[config.mk]
export PLATFORM = sky130hd
export DESIGN_NAME = integer_table_engine_top
export DESIGN_NICKNAME = d
export VERILOG_FILES = /design/src/sv/ite_pkg.sv /design/src/sv/ite_ram.sv /design/src/sv/ite_prime.sv /design/src/sv/integer_table_engine_top.sv
export VERILOG_INCLUDE_DIRS = /design/src /design/src/sv
export SDC_FILE = /design/constraint.sdc
export NUM_CORES = 2
export LEC_CHECK = 0
export BUFFER_PORTS_ARGS = -buffer_cell sky130_fd_sc_hd__buf_4
export CORE_UTILIZATION = 63
export DETAILED_ROUTE_END_ITERATION = 6
export PLACE_DENSITY = 0.84
export SLEW_MARGIN = 20
export SYNTH_ARGS = -nofsm -noshare
export SYNTH_HDL_FRONTEND = slang
export SYNTH_HIERARCHICAL = 1
export SYNTH_SLANG_ARGS = --single-unit
[constraint.sdc]
create_clock -name clk -period 7.5 [get_ports clk]
set_clock_uncertainty 0.1 [all_clocks]
set_input_delay 0.75 -clock clk [delete_from_list [all_inputs] [get_ports clk]]
set_output_delay 0.75 -clock clk [all_outputs]
set_load 0.03 [all_outputs]
[src/sv/integer_table_engine_top_assert.svh]
// Assertion macros shared by the integer table engine modules.
// Needs signals named clk and arst_n in the including module.
`ifndef INTEGER_TABLE_ENGINE_TOP_ASSERT_SVH
`define INTEGER_TABLE_ENGINE_TOP_ASSERT_SVH

// checked only while out of reset
`define ITE_ASSERT(label, prop) \
label: assert property (@(posedge clk) disable iff (!arst_n) prop) \
	else $error("ite assertion failed");

// checked at every edge, reset included
`define ITE_ASSERT_NR(label, prop) \
label: assert property (@(posedge clk) prop) \
	else $error("ite assertion failed");

`endif

[src/sv/ite_pkg.sv]
// Shared types and constants of the integer table engine.
// No dependencies.
package ite_pkg;

	localparam int DEPTH   = 64;
	localparam int IDX_W   = $clog2(DEPTH);
	localparam int CNT_W   = $clog2(DEPTH + 1);
	localparam int DATA_W  = 32;
	localparam int POS_W   = 6;
	localparam int DIV_W   = 16;
	localparam int IN_TDATA_W  = ((DATA_W + POS_W + 7) / 8) * 8;
	localparam int OUT_TDATA_W = ((DATA_W + POS_W + 7) / 8) * 8;
	localparam logic [CNT_W-1:0] FULL_CNT = CNT_W'(DEPTH);

	typedef enum logic [2:0] {
		ACT_RESTART = 3'd0,
		ACT_APPEND  = 3'd1,
		ACT_DELETE  = 3'd2,
		ACT_SORT    = 3'd3,
		ACT_LIST    = 3'd4,
		ACT_MAX     = 3'd5,
		ACT_PRIMES  = 3'd6,
		ACT_SEARCH  = 3'd7
	} action_t;

	typedef enum logic [2:0] {
		KIND_DONE    = 3'd0,
		KIND_ELEMENT = 3'd1,
		KIND_MAX     = 3'd2,
		KIND_PRIME   = 3'd3,
		KIND_MATCH   = 3'd4,
		KIND_NONE    = 3'd5
	} kind_t;

	typedef enum logic [1:0] {
		STAT_OK     = 2'd0,
		STAT_FULL   = 2'd1,
		STAT_BADPOS = 2'd2,
		STAT_EMPTY  = 2'd3
	} status_t;

	// prime tester result
	typedef struct packed {
		logic done;
		logic prime;
	} prm_res_t;

endpackage

[src/sv/ite_ram.sv]
// Generic single-write, single-read synchronous RAM with a registered read.
// No dependencies.
module ite_ram #(
	parameter int ADDR_W = 6,
	parameter int DATA_W = 32
) (
	input  logic              clk,
	input  logic              we,
	input  logic [ADDR_W-1:0] waddr,
	input  logic [DATA_W-1:0] wdata,
	input  logic              re,
	input  logic [ADDR_W-1:0] raddr,
	output logic [DATA_W-1:0] rdata
);

	logic [DATA_W-1:0] mem [2**ADDR_W];
	logic [DATA_W-1:0] rdata_q;

	always_ff @(posedge clk) begin
		if (we) begin
			mem[waddr] <= wdata;
		end
	end

	// output holds while re is low
	always_ff @(posedge clk) begin
		if (re) begin
			rdata_q <= mem[raddr];
		end
	end

	assign rdata = rdata_q;

endmodule

[src/sv/ite_prime.sv]
// Trial-division prime tester: squares the divisor, then a bit-serial remainder.
// Depends on ite_pkg and integer_table_engine_top_assert.svh.
`include "integer_table_engine_top_assert.svh"
module ite_prime (
	input  logic                      clk,
	input  logic                      arst_n,
	input  logic                      start,
	input  logic [ite_pkg::DATA_W-1:0] value,
	output ite_pkg::prm_res_t         res
);

	typedef enum logic [3:0] {
		P_IDLE = 4'b0001,
		P_SQ   = 4'b0010,
		P_CMP  = 4'b0100,
		P_DIV  = 4'b1000
	} pstate_t;

	pstate_t                        state_q;
	logic [ite_pkg::DATA_W-1:0]     v_q;
	logic [ite_pkg::DIV_W-1:0]      d_q;
	logic [ite_pkg::DATA_W-1:0]     sq_q;
	logic [ite_pkg::DIV_W-1:0]      rem_q;
	logic [ite_pkg::DATA_W-1:0]     sh_q;
	logic [$clog2(ite_pkg::DATA_W)-1:0] bit_q;
	ite_pkg::prm_res_t              res_q;

	logic [ite_pkg::DIV_W:0]        r_trial;
	logic                           r_ge;
	logic [ite_pkg::DIV_W-1:0]      rem_n;

	always_comb begin
		r_trial = {rem_q, sh_q[ite_pkg::DATA_W-1]};
		r_ge    = (r_trial >= {1'b0, d_q});
		rem_n   = r_ge ? ite_pkg::DIV_W'(r_trial - {1'b0, d_q})
		               : r_trial[ite_pkg::DIV_W-1:0];
	end

	always_ff @(posedge clk or negedge arst_n) begin
		if (!arst_n) begin
			state_q <= P_IDLE;
			res_q   <= '0;
		end else begin
			res_q.done <= 1'b0;
			unique case (state_q)
				P_IDLE: begin
					if (start) begin
						v_q <= value;
						if (value[ite_pkg::DATA_W-1] || (value < ite_pkg::DATA_W'(2))) begin
							res_q.done  <= 1'b1;
							res_q.prime <= 1'b0;
						end else begin
							d_q     <= ite_pkg::DIV_W'(2);
							state_q <= P_SQ;
						end
					end
				end
				P_SQ: begin
					sq_q    <= ite_pkg::DATA_W'(d_q) * ite_pkg::DATA_W'(d_q);
					state_q <= P_CMP;
				end
				P_CMP: begin
					if (sq_q > v_q) begin
						res_q.done  <= 1'b1;
						res_q.prime <= 1'b1;
						state_q     <= P_IDLE;
					end else begin
						rem_q   <= '0;
						sh_q    <= v_q;
						bit_q   <= '1;
						state_q <= P_DIV;
					end
				end
				P_DIV: begin
					rem_q <= rem_n;
					sh_q  <= sh_q << 1;
					bit_q <= bit_q - 1'b1;
					if (bit_q == '0) begin
						if (rem_n == '0) begin
							res_q.done  <= 1'b1;
							res_q.prime <= 1'b0;
							state_q     <= P_IDLE;
						end else begin
							// 2, then odd divisors only
							d_q     <= (d_q == ite_pkg::DIV_W'(2)) ? ite_pkg::DIV_W'(3)
							                                       : d_q + ite_pkg::DIV_W'(2);
							state_q <= P_SQ;
						end
					end
				end
				default: state_q <= P_IDLE;
			endcase
		end
	end

	assign res = res_q;

	`ITE_ASSERT(a_rem_below_div, (state_q == P_DIV) |-> (rem_q < d_q))
	`ITE_ASSERT(a_div_min_two, (state_q != P_IDLE) |-> (d_q >= ite_pkg::DIV_W'(2)))
	`ITE_ASSERT_NR(a_prime_ge_two, (res_q.done && res_q.prime) |-> (!v_q[ite_pkg::DATA_W-1] && (v_q >= ite_pkg::DATA_W'(2))))

endmodule

[src/sv/integer_table_engine_top.sv]
// Integer table engine top level: action sequencer around the table RAM.
// Depends on ite_pkg, ite_ram, ite_prime and integer_table_engine_top_assert.svh.
//
// Usage: one action per transfer on the s_ side (s_tuser = action, s_tdata =
// value and position). Results leave on the m_ side, m_tlast set on the final
// result of each action. Every action yields at least one result.
// Items are worked one at a time; s_tready is high only while the sequencer idles.
// Restart and append go straight to the finish state and the output register. Delete,
// list, maximum and search read the RAM one entry at a time (read, then process; list
// and search also decide), bounded by the single RAM read port. Sort is a bubble pass,
// repeated until a pass makes no swap (at most n passes). Primes spends per entry up to
// about sqrt(v)/2 trial divisors in the tester, each squared, compared and divided.
// Reset (arst_n low) empties the table and drops any pending result; table
// contents are not cleared and are never read before written.
// A stalled receiver (m_tready low) holds the output register; the sequencer
// then waits at its next result, and a new item may be taken as soon as the
// last result of the previous one is in the output register.
`include "integer_table_engine_top_assert.svh"
module integer_table_engine_top (
	input  logic clk,
	input  logic arst_n,
	input  logic s_tvalid,
	output logic s_tready,
	input  logic [ite_pkg::IN_TDATA_W-1:0] s_tdata,   // value[31:0], position[37:32], zero pad
	input  logic [2:0]                    s_tuser,   // action[2:0]
	output logic m_tvalid,
	input  logic m_tready,
	output logic [ite_pkg::OUT_TDATA_W-1:0] m_tdata, // result_value[31:0], result_index[37:32], zero pad
	output logic [4:0]                     m_tuser,  // kind[2:0], status[4:3]
	output logic m_tlast
);

	localparam int IW = ite_pkg::IDX_W;
	localparam int CW = ite_pkg::CNT_W;
	localparam int DW = ite_pkg::DATA_W;
	localparam int PW = ite_pkg::POS_W;
	localparam int CMPW = PW + 1;

	typedef enum logic [6:0] {
		ST_IDLE    = 7'b0000001,
		ST_READ    = 7'b0000010,
		ST_PROC    = 7'b0000100,
		ST_PRIME   = 7'b0001000,
		ST_DECIDE  = 7'b0010000,
		ST_SORTEND = 7'b0100000,
		ST_FINISH  = 7'b1000000
	} state_t;

	state_t           state_q;
	ite_pkg::action_t act_q;
	logic [DW-1:0]    value_q;
	logic [PW-1:0]    pos_q;
	logic [CW-1:0]    fill_q;
	logic [IW-1:0]    ptr_q;
	logic [DW-1:0]    carry_q;     // sort: largest so far in the pass
	logic             swapped_q;
	logic [DW-1:0]    best_q;
	logic [IW-1:0]    best_idx_q;
	logic             hit_q;

	// result held back until the next one (or the end) decides tlast
	logic             pend_v_q;
	ite_pkg::kind_t   pend_kind_q;
	ite_pkg::status_t pend_status_q;
	logic [DW-1:0]    pend_value_q;
	logic [PW-1:0]    pend_index_q;

	// output register
	logic             m_valid_q;
	ite_pkg::kind_t   m_kind_q;
	ite_pkg::status_t m_status_q;
	logic [DW-1:0]    m_value_q;
	logic [PW-1:0]    m_index_q;
	logic             m_last_q;

	logic             ram_we;
	logic [IW-1:0]    ram_waddr;
	logic [DW-1:0]    ram_wdata;
	logic             ram_re;
	logic [DW-1:0]    ram_rdata;

	logic              prm_start;
	ite_pkg::prm_res_t prm_res;

	logic             can_load;
	logic             out_load;
	ite_pkg::kind_t   out_kind;
	ite_pkg::status_t out_status;
	logic [DW-1:0]    out_value;
	logic [PW-1:0]    out_index;
	logic             out_last;

	logic             last_elem;
	logic             carry_gt;
	logic             new_best;
	logic             at_pos;
	ite_pkg::action_t in_act;
	logic [DW-1:0]    in_value;
	logic [PW-1:0]    in_pos;
	logic             hold_decide;
	ite_pkg::kind_t   hit_kind;

	assign in_act   = ite_pkg::action_t'(s_tuser);
	assign in_value = s_tdata[DW-1:0];
	assign in_pos   = s_tdata[DW+PW-1:DW];

	assign can_load  = !m_valid_q || m_tready;
	assign last_elem = (CW'(ptr_q) == fill_q - CW'(1));
	assign carry_gt  = $signed(carry_q) > $signed(ram_rdata);
	assign new_best  = (ptr_q == '0) || ($signed(ram_rdata) > $signed(best_q));
	assign at_pos    = (PW'(ptr_q) == pos_q);
	assign hold_decide = hit_q && pend_v_q && !can_load;

	always_comb begin
		unique case (act_q)
			ite_pkg::ACT_PRIMES: hit_kind = ite_pkg::KIND_PRIME;
			ite_pkg::ACT_SEARCH: hit_kind = ite_pkg::KIND_MATCH;
			default:             hit_kind = ite_pkg::KIND_ELEMENT;
		endcase
	end

	always_comb begin
		ram_re     = (state_q == ST_READ);
		ram_we     = 1'b0;
		ram_waddr  = ptr_q;
		ram_wdata  = ram_rdata;
		prm_start  = 1'b0;
		out_load   = 1'b0;
		out_kind   = pend_kind_q;
		out_status = pend_status_q;
		out_value  = pend_value_q;
		out_index  = pend_index_q;
		out_last   = 1'b0;
		unique case (state_q)
			ST_IDLE: begin
				if (s_tvalid && (in_act == ite_pkg::ACT_APPEND) && (fill_q != ite_pkg::FULL_CNT)) begin
					ram_we    = 1'b1;
					ram_waddr = IW'(fill_q);
					ram_wdata = in_value;
				end
			end
			ST_PROC: begin
				if (act_q == ite_pkg::ACT_DELETE) begin
					// shift down over the removed slot
					if (!at_pos) begin
						ram_we    = 1'b1;
						ram_waddr = ptr_q - IW'(1);
					end
				end else if (act_q == ite_pkg::ACT_SORT) begin
					if (ptr_q != '0) begin
						ram_we    = 1'b1;
						ram_waddr = ptr_q - IW'(1);
						ram_wdata = carry_gt ? ram_rdata : carry_q;
					end
				end else if (act_q == ite_pkg::ACT_PRIMES) begin
					prm_start = 1'b1;
				end
			end
			ST_SORTEND: begin
				ram_we    = 1'b1;
				ram_wdata = carry_q;
			end
			ST_DECIDE: begin
				if (hit_q && pend_v_q && can_load) begin
					out_load = 1'b1;
				end
			end
			ST_FINISH: begin
				if (can_load) begin
					out_load = 1'b1;
					out_last = 1'b1;
					if (!pend_v_q) begin
						out_kind   = ite_pkg::KIND_NONE;
						out_status = (fill_q == '0) ? ite_pkg::STAT_EMPTY : ite_pkg::STAT_OK;
						out_value  = '0;
						out_index  = '0;
					end
				end
			end
			default: begin
			end
		endcase
	end

	ite_ram #(
		.ADDR_W (IW),
		.DATA_W (DW)
	) u_ram (
		.clk   (clk),
		.we    (ram_we),
		.waddr (ram_waddr),
		.wdata (ram_wdata),
		.re    (ram_re),
		.raddr (ptr_q),
		.rdata (ram_rdata)
	);

	ite_prime u_prime (
		.clk    (clk),
		.arst_n (arst_n),
		.start  (prm_start),
		.value  (ram_rdata),
		.res    (prm_res)
	);

	// output register
	always_ff @(posedge clk or negedge arst_n) begin
		if (!arst_n) begin
			m_valid_q <= 1'b0;
		end else if (out_load) begin
			m_valid_q  <= 1'b1;
			m_kind_q   <= out_kind;
			m_status_q <= out_status;
			m_value_q  <= out_value;
			m_index_q  <= out_index;
			m_last_q   <= out_last;
		end else if (m_tready) begin
			m_valid_q <= 1'b0;
		end
	end

	// sequencer
	always_ff @(posedge clk or negedge arst_n) begin
		if (!arst_n) begin
			state_q   <= ST_IDLE;
			fill_q    <= '0;
			pend_v_q  <= 1'b0;
			swapped_q <= 1'b0;
		end else begin
			unique case (state_q)
				ST_IDLE: begin
					if (s_tvalid) begin
						act_q         <= in_act;
						value_q       <= in_value;
						pos_q         <= in_pos;
						ptr_q         <= '0;
						swapped_q     <= 1'b0;
						pend_v_q      <= 1'b0;
						pend_kind_q   <= ite_pkg::KIND_DONE;
						pend_status_q <= ite_pkg::STAT_OK;
						pend_value_q  <= '0;
						pend_index_q  <= '0;
						unique case (in_act)
							ite_pkg::ACT_RESTART: begin
								fill_q   <= '0;
								pend_v_q <= 1'b1;
								state_q  <= ST_FINISH;
							end
							ite_pkg::ACT_APPEND: begin
								pend_v_q     <= 1'b1;
								pend_value_q <= in_value;
								if (fill_q == ite_pkg::FULL_CNT) begin
									pend_status_q <= ite_pkg::STAT_FULL;
								end else begin
									fill_q       <= fill_q + CW'(1);
									pend_index_q <= PW'(fill_q);
								end
								state_q <= ST_FINISH;
							end
							ite_pkg::ACT_DELETE: begin
								if (CMPW'(in_pos) >= CMPW'(fill_q)) begin
									pend_v_q      <= 1'b1;
									pend_status_q <= ite_pkg::STAT_BADPOS;
									pend_index_q  <= in_pos;
									state_q       <= ST_FINISH;
								end else begin
									ptr_q   <= IW'(in_pos);
									state_q <= ST_READ;
								end
							end
							ite_pkg::ACT_SORT: begin
								if (fill_q <= CW'(1)) begin
									pend_v_q <= 1'b1;
									state_q  <= ST_FINISH;
								end else begin
									state_q <= ST_READ;
								end
							end
							ite_pkg::ACT_MAX: begin
								if (fill_q == '0) begin
									pend_v_q      <= 1'b1;
									pend_kind_q   <= ite_pkg::KIND_MAX;
									pend_status_q <= ite_pkg::STAT_EMPTY;
									state_q       <= ST_FINISH;
								end else begin
									state_q <= ST_READ;
								end
							end
							default: begin
								// list, primes, search; empty table gives a none result
								state_q <= (fill_q == '0) ? ST_FINISH : ST_READ;
							end
						endcase
					end
				end
				ST_READ: begin
					state_q <= ST_PROC;
				end
				ST_PROC: begin
					unique case (act_q)
						ite_pkg::ACT_DELETE: begin
							if (at_pos) begin
								pend_value_q <= ram_rdata;
							end
							if (last_elem) begin
								fill_q       <= fill_q - CW'(1);
								pend_v_q     <= 1'b1;
								pend_index_q <= pos_q;
								state_q      <= ST_FINISH;
							end else begin
								ptr_q   <= ptr_q + IW'(1);
								state_q <= ST_READ;
							end
						end
						ite_pkg::ACT_SORT: begin
							if ((ptr_q == '0) || !carry_gt) begin
								carry_q <= ram_rdata;
							end else begin
								swapped_q <= 1'b1;
							end
							if (last_elem) begin
								state_q <= ST_SORTEND;
							end else begin
								ptr_q   <= ptr_q + IW'(1);
								state_q <= ST_READ;
							end
						end
						ite_pkg::ACT_MAX: begin
							if (new_best) begin
								best_q     <= ram_rdata;
								best_idx_q <= ptr_q;
							end
							if (last_elem) begin
								pend_v_q     <= 1'b1;
								pend_kind_q  <= ite_pkg::KIND_MAX;
								pend_value_q <= new_best ? ram_rdata : best_q;
								pend_index_q <= new_best ? PW'(ptr_q) : PW'(best_idx_q);
								state_q      <= ST_FINISH;
							end else begin
								ptr_q   <= ptr_q + IW'(1);
								state_q <= ST_READ;
							end
						end
						ite_pkg::ACT_PRIMES: begin
							state_q <= ST_PRIME;
						end
						ite_pkg::ACT_LIST: begin
							hit_q   <= 1'b1;
							state_q <= ST_DECIDE;
						end
						ite_pkg::ACT_SEARCH: begin
							hit_q   <= (ram_rdata == value_q);
							state_q <= ST_DECIDE;
						end
						default: begin
							state_q <= ST_FINISH;
						end
					endcase
				end
				ST_PRIME: begin
					if (prm_res.done) begin
						hit_q   <= prm_res.prime;
						state_q <= ST_DECIDE;
					end
				end
				ST_DECIDE: begin
					// a new hit pushes the held one out with tlast low
					if (!hold_decide) begin
						if (hit_q) begin
							pend_v_q      <= 1'b1;
							pend_kind_q   <= hit_kind;
							pend_status_q <= ite_pkg::STAT_OK;
							pend_value_q  <= ram_rdata;
							pend_index_q  <= PW'(ptr_q);
						end
						if (last_elem) begin
							state_q <= ST_FINISH;
						end else begin
							ptr_q   <= ptr_q + IW'(1);
							state_q <= ST_READ;
						end
					end
				end
				ST_SORTEND: begin
					if (swapped_q) begin
						swapped_q <= 1'b0;
						ptr_q     <= '0;
						state_q   <= ST_READ;
					end else begin
						pend_v_q      <= 1'b1;
						pend_kind_q   <= ite_pkg::KIND_DONE;
						pend_status_q <= ite_pkg::STAT_OK;
						pend_value_q  <= '0;
						pend_index_q  <= '0;
						state_q       <= ST_FINISH;
					end
				end
				ST_FINISH: begin
					if (can_load) begin
						pend_v_q <= 1'b0;
						state_q  <= ST_IDLE;
					end
				end
				default: begin
					state_q <= ST_IDLE;
				end
			endcase
		end
	end

	assign s_tready = (state_q == ST_IDLE);
	assign m_tvalid = m_valid_q;
	assign m_tdata  = ite_pkg::OUT_TDATA_W'({m_index_q, m_value_q});
	assign m_tuser  = {m_status_q, m_kind_q};
	assign m_tlast  = m_last_q;

	`ITE_ASSERT_NR(a_fill_bound, fill_q <= ite_pkg::FULL_CNT)
	`ITE_ASSERT(a_write_in_table, ram_we |-> (CW'(ram_waddr) <= fill_q))
	`ITE_ASSERT(a_one_item, (s_tvalid && s_tready) |=> !s_tready)

endmodule
==> flow_summary.yaml <==
critical_path:
  critPathBufInv: 7
  criticalPathCategory: "flop to flop"
  slowest_delay_ps: 550
  cp-start-kind: "flop"
  cp-end-kind: "flop"
  worst_ep_arrival_time_ps: 7590
  crit_chain: "inv_1, nor2_1, fa_1, inv_1, fa_1, inv_1, fa_1, inv_1, fa_1, inv_1, fa_1, inv_1, fa_1, inv_1, ha_1, and3_1, a221o_1, nor2b_1, o41ai_2, a31oi_1, o31a_1, a21o_1, a21oi_1, xnor2_1"
  crit_top_cell: "inv_1"
  crit_family: "adder cells"
  crit_fanout: 7
  required_ps: 7980
  cpMaxStageDelayCell: "fa_1"
placed_design:
  port_buffers: 90
  placed_cell_area_mm2: 0.111
  hpwl_um: 168000
  place.gp.congestion: 0.959
timing:
  fin_crit_ps: 7110
  slew_violations: 0
  hold_viol: 0
  maxSlewHeadroom: 0.179
  setup-tns-final_ps: 0
  worst_pin_slew_ps: 1230
  fmax_ghz: 0.141
  rsz0062_at_grt: "no"
  setup_violations: 0
  fin_crit_sh: 0.947
global_routing:
  grt_max_degree: 124
  grt_pass1_vias: 65100
  grt_remaining_overflow: 0
  track_usage: 0.354
  antenna_found_initial: 19
  grt_pass1_wl_um: 438000
routing:
  via_per_inst: 7.26
  wl_met2_um: 146000
  wl_met1_um: 98600
  top_layer: "met5"
  ant_nets: 0
  dr.pass1.iters: 7
  vias: 64400
  wl_per_cell_um: 34.5
  routed_wl_um: 306000
  drc_errors: 0
  drtIter0Drc: 10800
  wl_met3_um: 42900
synth:
  syn_area_mm2: 0.107
  yosys-top-cells-count: "2417 x edfxtp_1, 446 x mux4_2, 393 x inv_1"
  synth_top_family_by_area: "multiplexers"
  yosys.area_share.xor_xnor: 0.00889
  synth_edf_count: 2417
  yosysWarnings: 6
  netlist_instances: 6217
  synthSimpleGateAreaFrac: 0.0452
  yosysSeqAreaShare: 0.684
  synth_compound_area_frac: 0.0582
  synthArstFlopShare: 0.00943
  synthMuxAreaShare: 0.116
  yosys_most_used_dff: "edfxtp_1"
  yosysMostFrequentCell: "edfxtp_1"
  synth_top_area_share: 0.678
  netlist-cell-type-count: 102
  postSynthAreaPerCell_um2: 17.2
  ys_seq_elements: 2440
  synth_fa_ha_area_frac: 0.0571
  synthTopCellsByArea: "edfxtp_1 68%, mux4_2 9.4%, fa_1 3.1%"
  synth_top_cell_by_area: "edfxtp_1"
pwr:
  internal_power_mw: 33.8
  p_per_area_mw_per_mm2: 453
  clkPwrFrac: 0.220
  vdd_drop_max_mv: 1.84
  p_sw_frac: 0.373
  net-switching-power_mw: 20.1
  p_total_mw: 54.0
  power.leakage_nw: 40.9
  pwr-share-comb: 0.432
  seqPwrFrac: 0.348
floorplan:
  rows: 150
  core_mm2: 0.168
  fp.dieArea_mm2: 0.171
  ios: 95
  die-height_um: 414
  start_util: 0.637
  die_w_um: 414
cts:
  cts_root_buffer: "clkbuf_16"
  htree_levels: 4
  clock_sinks: 2440
  cts_tree: "built"
  path_clk_slew_ps: 70
  cts_buffer_depth: 3
  numCtsBuffers: 225
  clock_latency_ps: 870
finish:
  drive_gt1_frac: 0.191
  area_growth_pct: 11.5
  utilization: 0.710
  layout.nets: 6913
  design_area_mm2: 0.119
run_status:
  status: "completed"
worst_hold_path:
  hold_path_class: "input pin to flop"
flow_run:
  drv_cap: 0
-- state kept, by name (all words and copies together), names as in the netlist, 7 cells and up --
| signal | flops |
|---|---|
| u_ram/mem | 2048 |
| best_q | 32 |
| carry_q | 32 |
| m_value_q | 32 |
| pend_value_q | 32 |
| u_prime/sh_q | 32 |
| u_prime/v_q | 32 |
| u_ram/rdata | 32 |
| value_q | 32 |
| u_prime/sq_q | 31 |
| u_prime/d_q | 16 |
| u_prime/rem_q | 16 |
| fill_q | 7 |
| state_q | 7 |
-- metrics by stage --
stage,hold slack (ps),std cells,setup slack (ps)
floorplan,341,6218,667
global placement,391,8418,292
detailed placement,391,8418,105
CTS,3.75,8853,56.9
global route,22.5,8863,26.7
finish,44.7,8868,394
-- final cells by class --
type / count / area (um2)
diodes: 5 / 12.5
clock buffers: 265 / 5840
clock inverters: 144 / 1590
fillers: 9342 / 48700
inverters: 404 / 1520
multi-input cells: 3059 / 31600
flip-flops and latches: 2440 / 73200
well taps: 2204 / 2760
repair buffers: 347 / 2770
-- placed cells by master, fill, tap and decap left out, types with 15 or more instances in the layout --
cell type	Yosys	routed
edfxtp_1	2417	2417
a22oi_1	131	130
clkinv_2	0	43
fa_1	166	166
o221ai_1	17	17
nand4_1	43	43
and2_1	16	15
a21o_1	30	30
xor2_1	19	19
nor2b_1	72	69
a211oi_1	36	34
o21ai_0	118	118
clkbuf_1	163	37
a31oi_1	36	35
clkbuf_16	0	228
nand3_1	89	89
inv_1	393	393
nor2_4	0	66
bufinv_16	0	29
xnor2_1	87	87
mux2i_1	229	229
nor4_1	29	29
nor3_1	35	33
a21oi_1	189	186
a22o_1	16	16
ha_1	223	223
mux4_2	446	446
a221o_1	75	75
buf_4	33	312
nand2_1	220	220
o211ai_1	25	25
o22ai_4	0	31
dfrtp_1	21	21
dlygate4sd3_1	0	26
nor2_1	309	242
nand2b_1	27	27
and3_1	57	56
clkinv_1	8	49
o22ai_1	79	48
-- power by group through the flow --
stage	sequential (mW)	combinational, mW	clock, mW
after CTS	18.8	22.9	11.8
after global routing	18.8	25.3	12.3
final	18.8	23.3	11.9
after floorplan	19.3	15.6	0
after global placement	19.1	21.6	0
after detailed placement	19.1	22.3	0
-- per-layer routing --
| metal | global-route usage | vias to the layer above |
|---|---|---|
| li1 | - | 25000 |
| met4 | 0.186 | 24 |
| met3 | 0.0919 | 1346 |
| met2 | 0.569 | 6062 |
| met1 | 0.445 | 31900 |
| met5 | 0 | - |
-- final timing paths --
kind,start,to,slack [ps],cells past startpoint
hold reg to reg,pend_kind_q[2],m_kind_q[2],410,1
setup / recovery,u_prime/d_q[9],u_prime/sq_q[30],390,24
setup reg to reg,u_prime/d_q[9],u_prime/sq_q[30],390,24
max in group asynchronous,arst_n,u_prime/state_q[0],6600,2
min in group asynchronous,arst_n,m_tvalid,330,2
hold / removal,s_tdata[15],value_q[15],40,1
-- cell families after synthesis --
family | after synthesis
mux | 681
buf+inv | 719
flops | 2440
fa+ha+maj | 389
compound gates | 894
other cells | 1
simple gates | 986
xor+xnor | 107
-- what timing repair did --
| action | 4_1_cts | 5_1_grt |
|---|---|---|
| hold endpoints to repair | 46 | 0 |
| gates resized for setup | 0 | 6 |
| setup endpoints to repair | 0 | 7 |
| buffers inserted | 0 | 6 |
| hold buffers | 26 | 0 |
No activity file was read; power rests on OpenSTA's default activity.
